File: config.mk
export PLATFORM = sky130hd
export DESIGN_NAME = fuzzy_max_aggregate_cog_defuzzifier_unit
export DESIGN_NICKNAME = d
export VERILOG_FILES = /design/src/rtl/fmacd_pkg.sv /design/src/rtl/fmacd_term_store.sv /design/src/rtl/fmacd_serial_div.sv /design/src/rtl/fuzzy_max_aggregate_cog_defuzzifier_unit.sv
export VERILOG_INCLUDE_DIRS = /design/src /design/src/rtl
export SDC_FILE = /design/constraint.sdc
export NUM_CORES = 1
export LEC_CHECK = 0
export BUFFER_PORTS_ARGS = -buffer_cell sky130_fd_sc_hd__buf_4
export CAP_MARGIN = 20
export CORE_MARGIN = 2
export CORE_UTILIZATION = 60
export DETAILED_ROUTE_END_ITERATION = 10
export PLACE_DENSITY = 0.77
export SYNTH_ARGS = -nofsm -noshare
export SYNTH_HDL_FRONTEND = slang
export SYNTH_HIERARCHICAL = 1
export SYNTH_SLANG_ARGS = --single-unit
File: constraint.sdc
create_clock -name clk -period 6.75 [get_ports clk]
set_input_delay 1.35 -clock clk [delete_from_list [all_inputs] [get_ports clk]]
set_output_delay 1.35 -clock clk [all_outputs]
set_load 0.005 [all_outputs]
File: src/rtl/fuzzy_max_aggregate_cog_defuzzifier_unit_defines.svh
// assertion macros for the fuzzy output stage
`ifndef FUZZY_MAX_AGGREGATE_COG_DEFUZZIFIER_UNIT_DEFINES_SVH
`define FUZZY_MAX_AGGREGATE_COG_DEFUZZIFIER_UNIT_DEFINES_SVH
`ifndef NO_ASSERTIONS
`define FMACD_ASSERT_SAME(label, ante, cons) \
    label: assert property (@(posedge clk) disable iff (!rst_n) (ante) |-> (cons)) \
        else $error("fmacd check failed");
`define FMACD_ASSERT_NEXT(label, ante, cons) \
    label: assert property (@(posedge clk) disable iff (!rst_n) (ante) |=> (cons)) \
        else $error("fmacd check failed");
`else
`define FMACD_ASSERT_SAME(label, ante, cons)
`define FMACD_ASSERT_NEXT(label, ante, cons)
`endif
`endif

File: src/rtl/fmacd_pkg.sv
`default_nettype none
package fmacd_pkg;

    localparam int LIN_TERMS = 4;
    localparam int ROT_TERMS = 3;

    localparam int DEG_W  = 13;
    localparam int FRAC_W = 12;
    localparam logic [DEG_W-1:0] ONE_Q12 = DEG_W'(4096);

    localparam int MAX_TERMS = (LIN_TERMS > ROT_TERMS) ? LIN_TERMS : ROT_TERMS;
    localparam int CNT_W     = $clog2(MAX_TERMS);
    localparam int SUM_W     = $clog2(MAX_TERMS * 4096 + 1);
    localparam int WSUM_W    = $clog2(4096 * MAX_TERMS * (MAX_TERMS - 1) / 2 + 1);
    localparam int DEN_W     = $clog2(MAX_TERMS * 4096 * (MAX_TERMS - 1) + 1);
    localparam int DIV_CNT_W = $clog2(DEG_W);

    localparam logic [CNT_W-1:0] LIN_LAST = CNT_W'(LIN_TERMS - 1);
    localparam logic [CNT_W-1:0] ROT_LAST = CNT_W'(ROT_TERMS - 1);
    localparam logic [DEN_W-1:0] LIN_SCALE = DEN_W'(LIN_TERMS - 1);
    localparam logic [DEN_W-1:0] ROT_SCALE = DEN_W'(ROT_TERMS - 1);

    localparam logic SET_LIN = 1'b0;
    localparam logic SET_ROT = 1'b1;

    typedef struct packed {
        logic [DEG_W-1:0] degree;
        logic             target_set;
        logic [1:0]       term_index;
        logic             last_rule;
    } rule_item_t;

    typedef struct packed {
        logic [DEG_W-1:0] linear_speed;
        logic [DEG_W-1:0] rotation_speed;
        logic             linear_empty;
        logic             rotation_empty;
    } result_item_t;

    typedef struct packed {
        logic             raise;
        logic             clear;
        logic             wr_set;
        logic [1:0]       wr_idx;
        logic [DEG_W-1:0] wr_degree;
        logic             rd_set;
        logic [CNT_W-1:0] rd_idx;
    } store_ctrl_t;

    typedef enum logic [4:0] {
        ST_IDLE  = 5'b00001,
        ST_SWEEP = 5'b00010,
        ST_SCALE = 5'b00100,
        ST_DIV   = 5'b01000,
        ST_DONE  = 5'b10000
    } state_t;

endpackage
`default_nettype wire

File: src/rtl/fmacd_term_store.sv
`default_nettype none
module fmacd_term_store (
    input  wire logic                        clk,
    input  wire logic                        rst_n,
    input  wire fmacd_pkg::store_ctrl_t      ctrl,
    output logic [fmacd_pkg::DEG_W-1:0]      rd_data
);

    logic [fmacd_pkg::DEG_W-1:0] lin_terms_reg [fmacd_pkg::LIN_TERMS];
    logic [fmacd_pkg::DEG_W-1:0] rot_terms_reg [fmacd_pkg::ROT_TERMS];
    logic [fmacd_pkg::DEG_W-1:0] deg_sat;

    // degrees above one saturate
    assign deg_sat = (ctrl.wr_degree > fmacd_pkg::ONE_Q12) ? fmacd_pkg::ONE_Q12
                                                           : ctrl.wr_degree;

    always_ff @(posedge clk or negedge rst_n)
    begin
        if (!rst_n)
        begin
            for (int j = 0; j < fmacd_pkg::LIN_TERMS; j++)
            begin
                lin_terms_reg[j] <= '0;
            end
            for (int j = 0; j < fmacd_pkg::ROT_TERMS; j++)
            begin
                rot_terms_reg[j] <= '0;
            end
        end
        else if (ctrl.clear)
        begin
            for (int j = 0; j < fmacd_pkg::LIN_TERMS; j++)
            begin
                lin_terms_reg[j] <= '0;
            end
            for (int j = 0; j < fmacd_pkg::ROT_TERMS; j++)
            begin
                rot_terms_reg[j] <= '0;
            end
        end
        else if (ctrl.raise)
        begin
            // max aggregation, out of range index matches no entry
            for (int j = 0; j < fmacd_pkg::LIN_TERMS; j++)
            begin
                if (ctrl.wr_set == fmacd_pkg::SET_LIN && 32'(ctrl.wr_idx) == j
                    && deg_sat > lin_terms_reg[j])
                begin
                    lin_terms_reg[j] <= deg_sat;
                end
            end
            for (int j = 0; j < fmacd_pkg::ROT_TERMS; j++)
            begin
                if (ctrl.wr_set == fmacd_pkg::SET_ROT && 32'(ctrl.wr_idx) == j
                    && deg_sat > rot_terms_reg[j])
                begin
                    rot_terms_reg[j] <= deg_sat;
                end
            end
        end
    end

    always_comb
    begin
        rd_data = '0;
        for (int j = 0; j < fmacd_pkg::LIN_TERMS; j++)
        begin
            if (ctrl.rd_set == fmacd_pkg::SET_LIN
                && ctrl.rd_idx == fmacd_pkg::CNT_W'(j))
            begin
                rd_data = lin_terms_reg[j];
            end
        end
        for (int j = 0; j < fmacd_pkg::ROT_TERMS; j++)
        begin
            if (ctrl.rd_set == fmacd_pkg::SET_ROT
                && ctrl.rd_idx == fmacd_pkg::CNT_W'(j))
            begin
                rd_data = rot_terms_reg[j];
            end
        end
    end

endmodule
`default_nettype wire

File: src/rtl/fmacd_serial_div.sv
`default_nettype none
module fmacd_serial_div (
    input  wire logic                         clk,
    input  wire logic                         rst_n,
    input  wire logic                         start,
    input  wire logic [fmacd_pkg::WSUM_W-1:0] numer,
    input  wire logic [fmacd_pkg::DEN_W-1:0]  denom,
    output logic                              done,
    output logic [fmacd_pkg::DEG_W-1:0]       quot
);

    logic                              busy_reg;
    logic                              done_reg;
    logic [fmacd_pkg::DIV_CNT_W-1:0]   cnt_reg;
    logic [fmacd_pkg::DEN_W-1:0]       rem_reg;
    logic [fmacd_pkg::DEN_W-1:0]       den_reg;
    logic [fmacd_pkg::DEG_W-1:0]       nbits_reg;
    logic [fmacd_pkg::DEG_W-1:0]       quot_reg;
    logic [fmacd_pkg::DEN_W:0]         shifted;
    logic [fmacd_pkg::DEN_W+1:0]       diff;
    logic                              neg;

    // one quotient bit per cycle, numerator is numer times 4096
    assign shifted = {rem_reg, nbits_reg[fmacd_pkg::DEG_W-1]};
    assign diff    = {1'b0, shifted} - {2'b00, den_reg};
    assign neg     = diff[fmacd_pkg::DEN_W+1];

    always_ff @(posedge clk or negedge rst_n)
    begin
        if (!rst_n)
        begin
            busy_reg <= 1'b0;
            done_reg <= 1'b0;
            cnt_reg  <= '0;
        end
        else
        begin
            done_reg <= busy_reg && cnt_reg == '0;
            if (start)
            begin
                busy_reg <= 1'b1;
                cnt_reg  <= fmacd_pkg::DIV_CNT_W'(fmacd_pkg::DEG_W - 1);
            end
            else if (busy_reg)
            begin
                if (cnt_reg == '0)
                begin
                    busy_reg <= 1'b0;
                end
                else
                begin
                    cnt_reg <= cnt_reg - 1'b1;
                end
            end
        end
    end

    always_ff @(posedge clk)
    begin
        if (start)
        begin
            // numerator high part, always below the divisor
            rem_reg   <= {{(fmacd_pkg::DEN_W - fmacd_pkg::WSUM_W + 1){1'b0}},
                          numer[fmacd_pkg::WSUM_W-1:1]};
            den_reg   <= denom;
            nbits_reg <= {numer[0], {fmacd_pkg::FRAC_W{1'b0}}};
            quot_reg  <= '0;
        end
        else if (busy_reg)
        begin
            rem_reg   <= neg ? shifted[fmacd_pkg::DEN_W-1:0] : diff[fmacd_pkg::DEN_W-1:0];
            nbits_reg <= {nbits_reg[fmacd_pkg::DEG_W-2:0], 1'b0};
            quot_reg  <= {quot_reg[fmacd_pkg::DEG_W-2:0], !neg};
        end
    end

    assign done = done_reg;
    assign quot = quot_reg;

endmodule
`default_nettype wire

File: src/rtl/fuzzy_max_aggregate_cog_defuzzifier_unit.sv
// non-last rule item: taken while idle, next item may follow in the next cycle
// last rule item: result set by the term sweep and the 13-step bit-serial centroid divider
// shared by both sets
// an empty set skips its divide; no item is taken until the result enters the output register
// reset clears both term sets, the sequencer and the output valid at once
`default_nettype none
`include "fuzzy_max_aggregate_cog_defuzzifier_unit_defines.svh"
module fuzzy_max_aggregate_cog_defuzzifier_unit (
    input  wire logic                    clk,
    input  wire logic                    rst_n,
    input  wire logic                    rule_valid,
    output logic                         rule_stall,
    input  wire fmacd_pkg::rule_item_t   rule_item,
    output logic                         result_valid,
    input  wire logic                    result_stall,
    output fmacd_pkg::result_item_t      result_item
);

    fmacd_pkg::state_t                state_reg;
    logic                             set_reg;
    logic [fmacd_pkg::CNT_W-1:0]      idx_reg;
    logic [fmacd_pkg::SUM_W-1:0]      tail_reg;
    logic [fmacd_pkg::WSUM_W-1:0]     wsum_reg;
    logic [fmacd_pkg::DEG_W-1:0]      lin_speed_reg;
    logic [fmacd_pkg::DEG_W-1:0]      rot_speed_reg;
    logic                             lin_empty_reg;
    logic                             rot_empty_reg;
    logic                             out_valid_reg;
    fmacd_pkg::result_item_t          out_item_reg;

    fmacd_pkg::store_ctrl_t           store_ctrl;
    logic [fmacd_pkg::DEG_W-1:0]      rd_data;
    logic [fmacd_pkg::SUM_W-1:0]      tail_sum;
    logic [fmacd_pkg::DEN_W-1:0]      den;
    logic                             div_start;
    logic                             div_done;
    logic [fmacd_pkg::DEG_W-1:0]      div_quot;
    logic                             rule_take;
    logic                             out_free;
    logic                             set_finish;

    assign rule_stall = state_reg != fmacd_pkg::ST_IDLE;
    assign rule_take  = rule_valid && !rule_stall;
    assign out_free   = !out_valid_reg || !result_stall;

    assign store_ctrl.raise     = rule_take;
    assign store_ctrl.clear     = state_reg == fmacd_pkg::ST_DONE;
    assign store_ctrl.wr_set    = rule_item.target_set;
    assign store_ctrl.wr_idx    = rule_item.term_index;
    assign store_ctrl.wr_degree = rule_item.degree;
    assign store_ctrl.rd_set    = set_reg;
    assign store_ctrl.rd_idx    = idx_reg;

    fmacd_term_store u_store (
        .clk     (clk),
        .rst_n   (rst_n),
        .ctrl    (store_ctrl),
        .rd_data (rd_data)
    );

    // running tail sum, sum of tails above index zero gives the weighted sum
    assign tail_sum = tail_reg + fmacd_pkg::SUM_W'(rd_data);
    assign den = fmacd_pkg::DEN_W'(tail_reg)
               * ((set_reg == fmacd_pkg::SET_ROT) ? fmacd_pkg::ROT_SCALE
                                                  : fmacd_pkg::LIN_SCALE);
    assign div_start = state_reg == fmacd_pkg::ST_SCALE && tail_reg != '0;

    fmacd_serial_div u_div (
        .clk   (clk),
        .rst_n (rst_n),
        .start (div_start),
        .numer (wsum_reg),
        .denom (den),
        .done  (div_done),
        .quot  (div_quot)
    );

    assign set_finish = (state_reg == fmacd_pkg::ST_SCALE && tail_reg == '0)
                     || (state_reg == fmacd_pkg::ST_DIV && div_done);

    always_ff @(posedge clk or negedge rst_n)
    begin
        if (!rst_n)
        begin
            state_reg     <= fmacd_pkg::ST_IDLE;
            set_reg       <= fmacd_pkg::SET_LIN;
            idx_reg       <= '0;
            out_valid_reg <= 1'b0;
        end
        else
        begin
            if (result_valid && !result_stall && state_reg != fmacd_pkg::ST_DONE)
            begin
                out_valid_reg <= 1'b0;
            end
            case (state_reg)
                fmacd_pkg::ST_IDLE:
                begin
                    if (rule_take && rule_item.last_rule)
                    begin
                        set_reg   <= fmacd_pkg::SET_LIN;
                        idx_reg   <= fmacd_pkg::LIN_LAST;
                        state_reg <= fmacd_pkg::ST_SWEEP;
                    end
                end
                fmacd_pkg::ST_SWEEP:
                begin
                    if (idx_reg == '0)
                    begin
                        state_reg <= fmacd_pkg::ST_SCALE;
                    end
                    else
                    begin
                        idx_reg <= idx_reg - 1'b1;
                    end
                end
                fmacd_pkg::ST_SCALE:
                begin
                    if (tail_reg != '0)
                    begin
                        state_reg <= fmacd_pkg::ST_DIV;
                    end
                    else if (set_reg == fmacd_pkg::SET_LIN)
                    begin
                        set_reg   <= fmacd_pkg::SET_ROT;
                        idx_reg   <= fmacd_pkg::ROT_LAST;
                        state_reg <= fmacd_pkg::ST_SWEEP;
                    end
                    else
                    begin
                        state_reg <= fmacd_pkg::ST_DONE;
                    end
                end
                fmacd_pkg::ST_DIV:
                begin
                    if (div_done)
                    begin
                        if (set_reg == fmacd_pkg::SET_LIN)
                        begin
                            set_reg   <= fmacd_pkg::SET_ROT;
                            idx_reg   <= fmacd_pkg::ROT_LAST;
                            state_reg <= fmacd_pkg::ST_SWEEP;
                        end
                        else
                        begin
                            state_reg <= fmacd_pkg::ST_DONE;
                        end
                    end
                end
                fmacd_pkg::ST_DONE:
                begin
                    if (out_free)
                    begin
                        out_valid_reg <= 1'b1;
                        state_reg     <= fmacd_pkg::ST_IDLE;
                    end
                end
                default:
                begin
                    state_reg <= fmacd_pkg::ST_IDLE;
                end
            endcase
        end
    end

    always_ff @(posedge clk)
    begin
        if (state_reg == fmacd_pkg::ST_IDLE)
        begin
            tail_reg <= '0;
            wsum_reg <= '0;
        end
        else if (state_reg == fmacd_pkg::ST_SWEEP)
        begin
            tail_reg <= tail_sum;
            if (idx_reg != '0)
            begin
                wsum_reg <= wsum_reg + fmacd_pkg::WSUM_W'(tail_sum);
            end
        end
        else if (set_finish && set_reg == fmacd_pkg::SET_LIN)
        begin
            tail_reg <= '0;
            wsum_reg <= '0;
        end

        if (set_finish)
        begin
            if (set_reg == fmacd_pkg::SET_LIN)
            begin
                lin_speed_reg <= (tail_reg == '0) ? '0 : div_quot;
                lin_empty_reg <= tail_reg == '0;
            end
            else
            begin
                rot_speed_reg <= (tail_reg == '0) ? '0 : div_quot;
                rot_empty_reg <= tail_reg == '0;
            end
        end

        if (state_reg == fmacd_pkg::ST_DONE && out_free)
        begin
            out_item_reg.linear_speed   <= lin_speed_reg;
            out_item_reg.rotation_speed <= rot_speed_reg;
            out_item_reg.linear_empty   <= lin_empty_reg;
            out_item_reg.rotation_empty <= rot_empty_reg;
        end
    end

    assign result_valid = out_valid_reg;
    assign result_item  = out_item_reg;

    `FMACD_ASSERT_NEXT(a_last_starts_sweep, rule_take && rule_item.last_rule,
        state_reg == fmacd_pkg::ST_SWEEP && set_reg == fmacd_pkg::SET_LIN)
    `FMACD_ASSERT_NEXT(a_done_loads_output, state_reg == fmacd_pkg::ST_DONE && out_free,
        result_valid && state_reg == fmacd_pkg::ST_IDLE)
    `FMACD_ASSERT_SAME(a_empty_means_zero, result_valid,
        (!result_item.linear_empty || result_item.linear_speed == '0)
        && (!result_item.rotation_empty || result_item.rotation_speed == '0))
    `FMACD_ASSERT_SAME(a_speed_in_range, result_valid,
        result_item.linear_speed <= fmacd_pkg::ONE_Q12
        && result_item.rotation_speed <= fmacd_pkg::ONE_Q12)

endmodule
`default_nettype wire
# Word-level counts from Yosys, hierarchy flattened
# Cells that the tools add are included.
# W data, S select, Z words.
# totals
regBits	238
inputBits	21
output_inout_bits	30
# classes
add_sub_neg	5
multipliers	1
magnitude_cmp	8
eq_ne	21
mux	56
bitwise	2
n_reduce_logical	69
# ops
operator	count
$mux W13	18
$mux W52	2
$gt A13 B13 Y1	7
$mux W39	2
$mux W15	4
$logic_and A1 B1 Y1	31
$mux W5	6
$mux W14	2
$pmux W5 S5	1
$reduce_and A2 Y1	11
$reduce_bool A2 Y1	11
$sub A17 B16 Y18	1
$mul A15 B2 Y16	1
$mux W16	1
$add A15 B13 Y15	1
$add A15 B15 Y15	1
$logic_not A15 Y1	1
$reduce_bool A15 Y1	1
$gt A13 B13 Y1 const B	1
$mux W4	3
$mux W1	10
$mux W2	5
$ne A2 B2 Y1 const B	5
$eq A2 B2 Y1 const B	4
22 further kinds	32

# Depth between registers and ports, before layout
# logic_depth
depth_word	13
ltp_mapped	24
depth_no_buf	22

# Cells and area by module
# Netlist, hierarchy kept.
# by_module_without_submodules
mod	n_inst	cells_per_inst	area_per_inst_um2	seq_area_each_um2
fmacd_term_store	1	781	7099.3	2277.2
fuzzy_max_aggregate_cog_defuzzifier_unit	1	521	5301.3	2508.7
fmacd_serial_div	1	300	3029.2	1381.3

# Worst setup path after synthesis
# OpenSTA, ideal clock, no wires.
# synth_timing
path_type	register -> register
from	register set_reg
to	register wsum_reg[14] (netlist bit)
setup_ps	69
arrival_time_ps	4274
required_time_ps	6681
path_slack_ps	2407
path_stages_with_launch	25
n_path_buf	2
synth_period_minus_slack_ps	4343
cell_sequence	dfrtp_1 buf_2 buf_2 mux2_2 o221ai_1 o21ai_0 o22ai_1 a21oi_1 ha_1 o21a_1 o21ai_0 a21boi_1 nand2_1 o21ai_1 nand2_1 mux2i_1 ha_1 a21oi_1 nand2_1 o21bai_1 a31o_2 a21oi_1 xnor2_1 or3_1 o21ai_1
# synth_via
elab_chain_len	13
elab_cells_between_ends	22
cone_classes	2 x add/sub; 9 x mux; 1 x bitwise; 10 x reduce/logical
# synth_rtl
item	line_no	text
from (decl)	fuzzy_max_aggregate_cog_defuzzifier_unit.sv:20	logic set_reg;
from (signal assigned)	fuzzy_max_aggregate_cog_defuzzifier_unit.sv:86	set_reg <= fmacd_pkg::SET_LIN;
from (signal assigned)	fuzzy_max_aggregate_cog_defuzzifier_unit.sv:101	set_reg <= fmacd_pkg::SET_LIN;
from (signal assigned)	fuzzy_max_aggregate_cog_defuzzifier_unit.sv:125	set_reg <= fmacd_pkg::SET_ROT;
$not A1 Y1 (no line)	-	
$logic_and A1 B1 Y1	fmacd_term_store.sv:69	&& ctrl.rd_idx == fmacd_pkg::CNT_W'(j))
$mux W13 (4 in series)	fmacd_term_store.sv:68	if (ctrl.rd_set == fmacd_pkg::SET_LIN
$mux W13 (2 in series)	fmacd_term_store.sv:76	if (ctrl.rd_set == fmacd_pkg::SET_ROT
$mux W13 *	fmacd_term_store.sv:76	
net rd_data, one bit	fuzzy_max_aggregate_cog_defuzzifier_unit.sv:32	logic [fmacd_pkg::DEG_W-1:0] rd_data;
$add A15 B13 Y15 *	fuzzy_max_aggregate_cog_defuzzifier_unit.sv:62	assign tail_sum = tail_reg + fmacd_pkg::SUM_W'(rd_data);
$add A15 B15 Y15 *	fuzzy_max_aggregate_cog_defuzzifier_unit.sv:178	wsum_reg <= wsum_reg + fmacd_pkg::WSUM_W'(tail_sum);
$mux W15 *	fuzzy_max_aggregate_cog_defuzzifier_unit.sv:176	if (idx_reg != '0)
$mux W15 *	fuzzy_max_aggregate_cog_defuzzifier_unit.sv:173	else if (state_reg == fmacd_pkg::ST_SWEEP)
to (signal assigned)	fuzzy_max_aggregate_cog_defuzzifier_unit.sv:178	
to (decl)	fuzzy_max_aggregate_cog_defuzzifier_unit.sv:23	logic [fmacd_pkg::WSUM_W-1:0] wsum_reg;
# Mark *: on every way through the listed nets, which the timed path passes. The rest lies on a longest branch. The select of a mux whose other input is x is not followed.
# A chain may end at the register's enable or synchronous reset.

# Worst setup path after layout
# layout_timing
from	register idx_reg[0] (netlist bit)
to	register wsum_reg[14] (netlist bit)
# layout_via
elab_chain_len	13
elab_cells_between_ends	25
cone_classes	2 x add/sub; 4 x eq/ne; 9 x mux; 10 x reduce/logical
# layout_rtl
item	line_no	text
from (decl)	fuzzy_max_aggregate_cog_defuzzifier_unit.sv:21	logic [fmacd_pkg::CNT_W-1:0] idx_reg;
from (signal assigned)	fuzzy_max_aggregate_cog_defuzzifier_unit.sv:102	idx_reg <= fmacd_pkg::LIN_LAST;
from (signal assigned)	fuzzy_max_aggregate_cog_defuzzifier_unit.sv:114	idx_reg <= idx_reg - 1'b1;
from (signal assigned)	fuzzy_max_aggregate_cog_defuzzifier_unit.sv:126	idx_reg <= fmacd_pkg::ROT_LAST;
$logic_not A2 Y1	fmacd_term_store.sv:69, fmacd_term_store.sv:77	
$logic_and A1 B1 Y1	fmacd_term_store.sv:69	
$mux W13 (4 in series)	fmacd_term_store.sv:68	
$mux W13 (2 in series)	fmacd_term_store.sv:76	
$mux W13 *	fmacd_term_store.sv:76	
net rd_data, one bit	fuzzy_max_aggregate_cog_defuzzifier_unit.sv:32	
$add A15 B13 Y15 *	fuzzy_max_aggregate_cog_defuzzifier_unit.sv:62	
$add A15 B15 Y15 *	fuzzy_max_aggregate_cog_defuzzifier_unit.sv:178	
$mux W15 *	fuzzy_max_aggregate_cog_defuzzifier_unit.sv:176	
$mux W15 *	fuzzy_max_aggregate_cog_defuzzifier_unit.sv:173	
# Marked as above.

==> results by group <==
Global routing
  • GR Util met2: between 40 and 50%
  • GRT Max-Usage Layer: met2
  • Total grt overflow: 0
  • Met3 Use GR: between 3 and 4%
  • Tot GR Track Use: 29.7%
  • First-pass GRT wire length: 63200 µm
  • Number of global-route vias before repair: roughly 12000
  • Pin count of the biggest net entering global routing: just over 90
  • Initial antenna violation count: 0
  • M1 GR Usage: between 30% and 40%

Synth
  • Ys Warns: 6
  • Ranking of synthesized cells by area: dfrtp_1 (17%), edfxtp_1 (17%), ha_1 (12%)
  • Avg Cell Area, Syn: around 9.6 µm²
  • Mux contribution to synthesized area: ~8%
  • Synth unique cells: 88
  • Synth Register Bits: ~240
  • Syn Nets: 1777
  • Number of flops mapped to enable cells by yosys: 87
  • Adder-cell area share of the yosys netlist: around 13%
  • Largest family of logic cells by synthesized area: compound AO/OA/AOI/OAI gates
  • Synthesized instance count: between 1500 and 2000
  • Post-Synthesis Cell Area: approximately 15000 µm²
  • Post-synthesis xor/xnor area fraction: under 10%
  • Share of the synthesized area in the top cell type: ~17%
  • Sequential share of the synthesized area: 40.0%
  • Synth Flop Type: dfrtp_1
  • Simple-gate portion of the synthesized area: about 15%
  • Ys async rst share: 44.5%
  • Synth Area in Compound Gates: between 15 and 20%
  • Yosys top cell by area: dfrtp_1

Placed design
  • DPL Wire Length: between 20000 and 30000 µm
  • IO Port Bufs: 50
  • GPL Wtd Cong: 0.981

Clock network
  • Clock sinks: about 240
  • Clk buf depth: 3
  • Clock root cell: clkbuf_16
  • Reg clk slew, reported paths: 0.07 ns
  • # H-tree levels: 1
  • CTS tree: yes
  • # Post-CTS Setup Buffers: 0
  • Hold bufs inserted after CTS: 0
  • Worst-skew pair later-pin latency: about 0.54 ns
  • TritonCTS Buffers: 26
  • Resize count post-CTS: 0

Timing
  • Ratio of final minimum period to clock period: between 80 and 90%
  • Worst hold slack: ~0.42 ns
  • Max Freq: about 180 MHz
  • Final setup skew: 0.0130 ns
  • Setup violations, final: 0
  • Minimum clock period: about 5.6 ns
  • Final Max Tran Viols: 0
  • Fin Setup TNS: 0 ns
  • Relative slew slack: a little over a quarter
  • Worst Tran Pin Value: between 1 and 1.5 ns
  • Final hold vios: 0
  • Setup repair after global routing missed its margin: no

Finish
  • Layout cells sized above 1: under 10%
  • Commonest non-fill, non-tap cells in the layout: nand2_1 (169), ha_1 (150), inv_1 (141), mux2i_1 (113), a21oi_1 (108)
  • Diodes inserted: 0
  • Commonest non-fill, non-tap cell in the layout: nand2_1
  • Layout area overhead: 9.71%
  • Max FFs per register: 52
  • # nets final: between 1500 and 2000

Critical path
  • CP Launch Type: flip-flop
  • Critical setup path kind: reg2reg
  • Critical Path End Type: flip-flop
  • Required @ worst endpoint: around 7.2 ns
  • Crit-path max FO: 30
  • Critical Path AT: about 6 ns

Die
  • Die Y: about 160 µm
  • Std-Cell Rows: just under 60
  • Die area: approximately 27000 µm²
  • Die width: ~160 µm
  • Io pins: 51
  • Core area: 25200 µm²
  • Starting Density: just over 60%

Routing
  • DR iter-0 viols: 1216
  • Post-route ant nets: 0
  • DRC: 0
  • Routed WL: 39700 µm
  • Vias: around 12000
  • WL per Instance: approximately 20 µm
  • DRT Pass-1 Iters: 6
  • Post-DR vias/cell: about 6.3

Hold path
  • Worst hold-check path type: reg2reg

Power and ir drop
  • Worst IR drop on VDD: 0.285 mV
  • Leakage power: 8.59 nW
  • Pwr/cell area: approximately 370 nW/µm²

Outcome
  • Run status: finished clean

Run
  • Reported max-cap violation count: 0
[power breakdown]
group,internal (mW),total [mW],switching [mW]
Sequential,1.63,1.80,0.172
Clock,0.967,1.56,0.594
Combinational,1.20,2.90,1.70
Total,3.79,6.26,2.47
[area by class of cell]
| class | count | area [µm²] |
|---|---|---|
| Fill cell | 1945 | 8250 |
| Clock inverter | 11 | 179 |
| Timing Repair Buffer | 58 | 443 |
| Tap cell | 330 | 413 |
| Multi-Input combinational cell | 1158 | 8400 |
| Clock buffer | 37 | 785 |
| Sequential cell | 238 | 6170 |
| Inverter | 144 | 546 |
[stage by stage]
stage / total power [mW] / instances / utilization, % / worst slack [ns] / area, µm²
after floorplan: 4.03 / 1602 / - / 2.41 / 15400
after CTS: 6.22 / 1976 / 67.2 / 1.35 / 16900
after global routing: 6.64 / 1976 / 67.2 / 0.737 / 16900
after global placement: 4.58 / 1927 / 63.3 / 1.57 / 16000
after detailed placement: 4.66 / 1928 / 63.4 / 1.38 / 16000
final: 6.26 / 1976 / 67.2 / 1.17 / 16900
[metal layers]
metal | share of wire, % | wire (µm)
met4 | 4.2 | 1660
met1 | 42 | 16700
met2 | 47 | 18600
met5 | 0 | 0
met3 | 6.9 | 2740
[cell families (layout without fill, tap and decap cells)]
family,count (synthesis),after routing
buf+inv,206,250
xor+xnor,50,50
compound gates,359,359
flops,238,238
mux,121,121
fa+ha+maj,154,154
simple gates,474,474
[final timing paths]
path	from	endpoint	slack [ns]	cells past startpoint
worst max-delay path	idx_reg[0]	wsum_reg[14]	1.17	22
worst min-delay path	rot_speed_reg[3]	result_item[5]	0.42	0
worst max register to register	idx_reg[0]	wsum_reg[14]	1.17	22
worst min register to register	rot_speed_reg[3]	result_item[5]	0.42	0
max in group asynchronous	rst_n	u_store/rot_terms_reg[18]	4.66	2
min in group asynchronous	rst_n	u_store/lin_terms_reg[42]	0.80	1
[critical path, cell delays in order (launching register included)]
cell	delay, ns
dfrtp_1	1.01
nand2b_1	0.49
o221ai_1	0.32
o21ai_0	0.19
o22ai_1	0.18
a21oi_1	0.07
ha_1	0.38
o21a_1	0.14
o21ai_0	0.10
a21boi_1	0.21
nand2_1	0.10
o21ai_1	0.25
nand2_1	0.14
mux2i_1	0.21
ha_1	0.33
a21oi_1	0.21
nand2_1	0.10
o21bai_1	0.16
a31o_2	0.24
a21oi_1	0.16
xnor2_1	0.10
or3_1	0.32
o21ai_1	0.08
[Yosys cell counts, types with 22 or more instances]
cell,count
ha_1,150
o21ai_0,59
clkbuf_1,36
a21o_1,37
nor3_1,22
nor2_1,91
edfxtp_1,87
nand3_1,41
dfrtp_1,105
inv_1,141
nor2b_1,38
mux2i_1,113
dfxtp_1,45
a21oi_1,109
nand2_1,169
xnor2_1,35
Note: power is estimated with default switching activity, not from simulation.
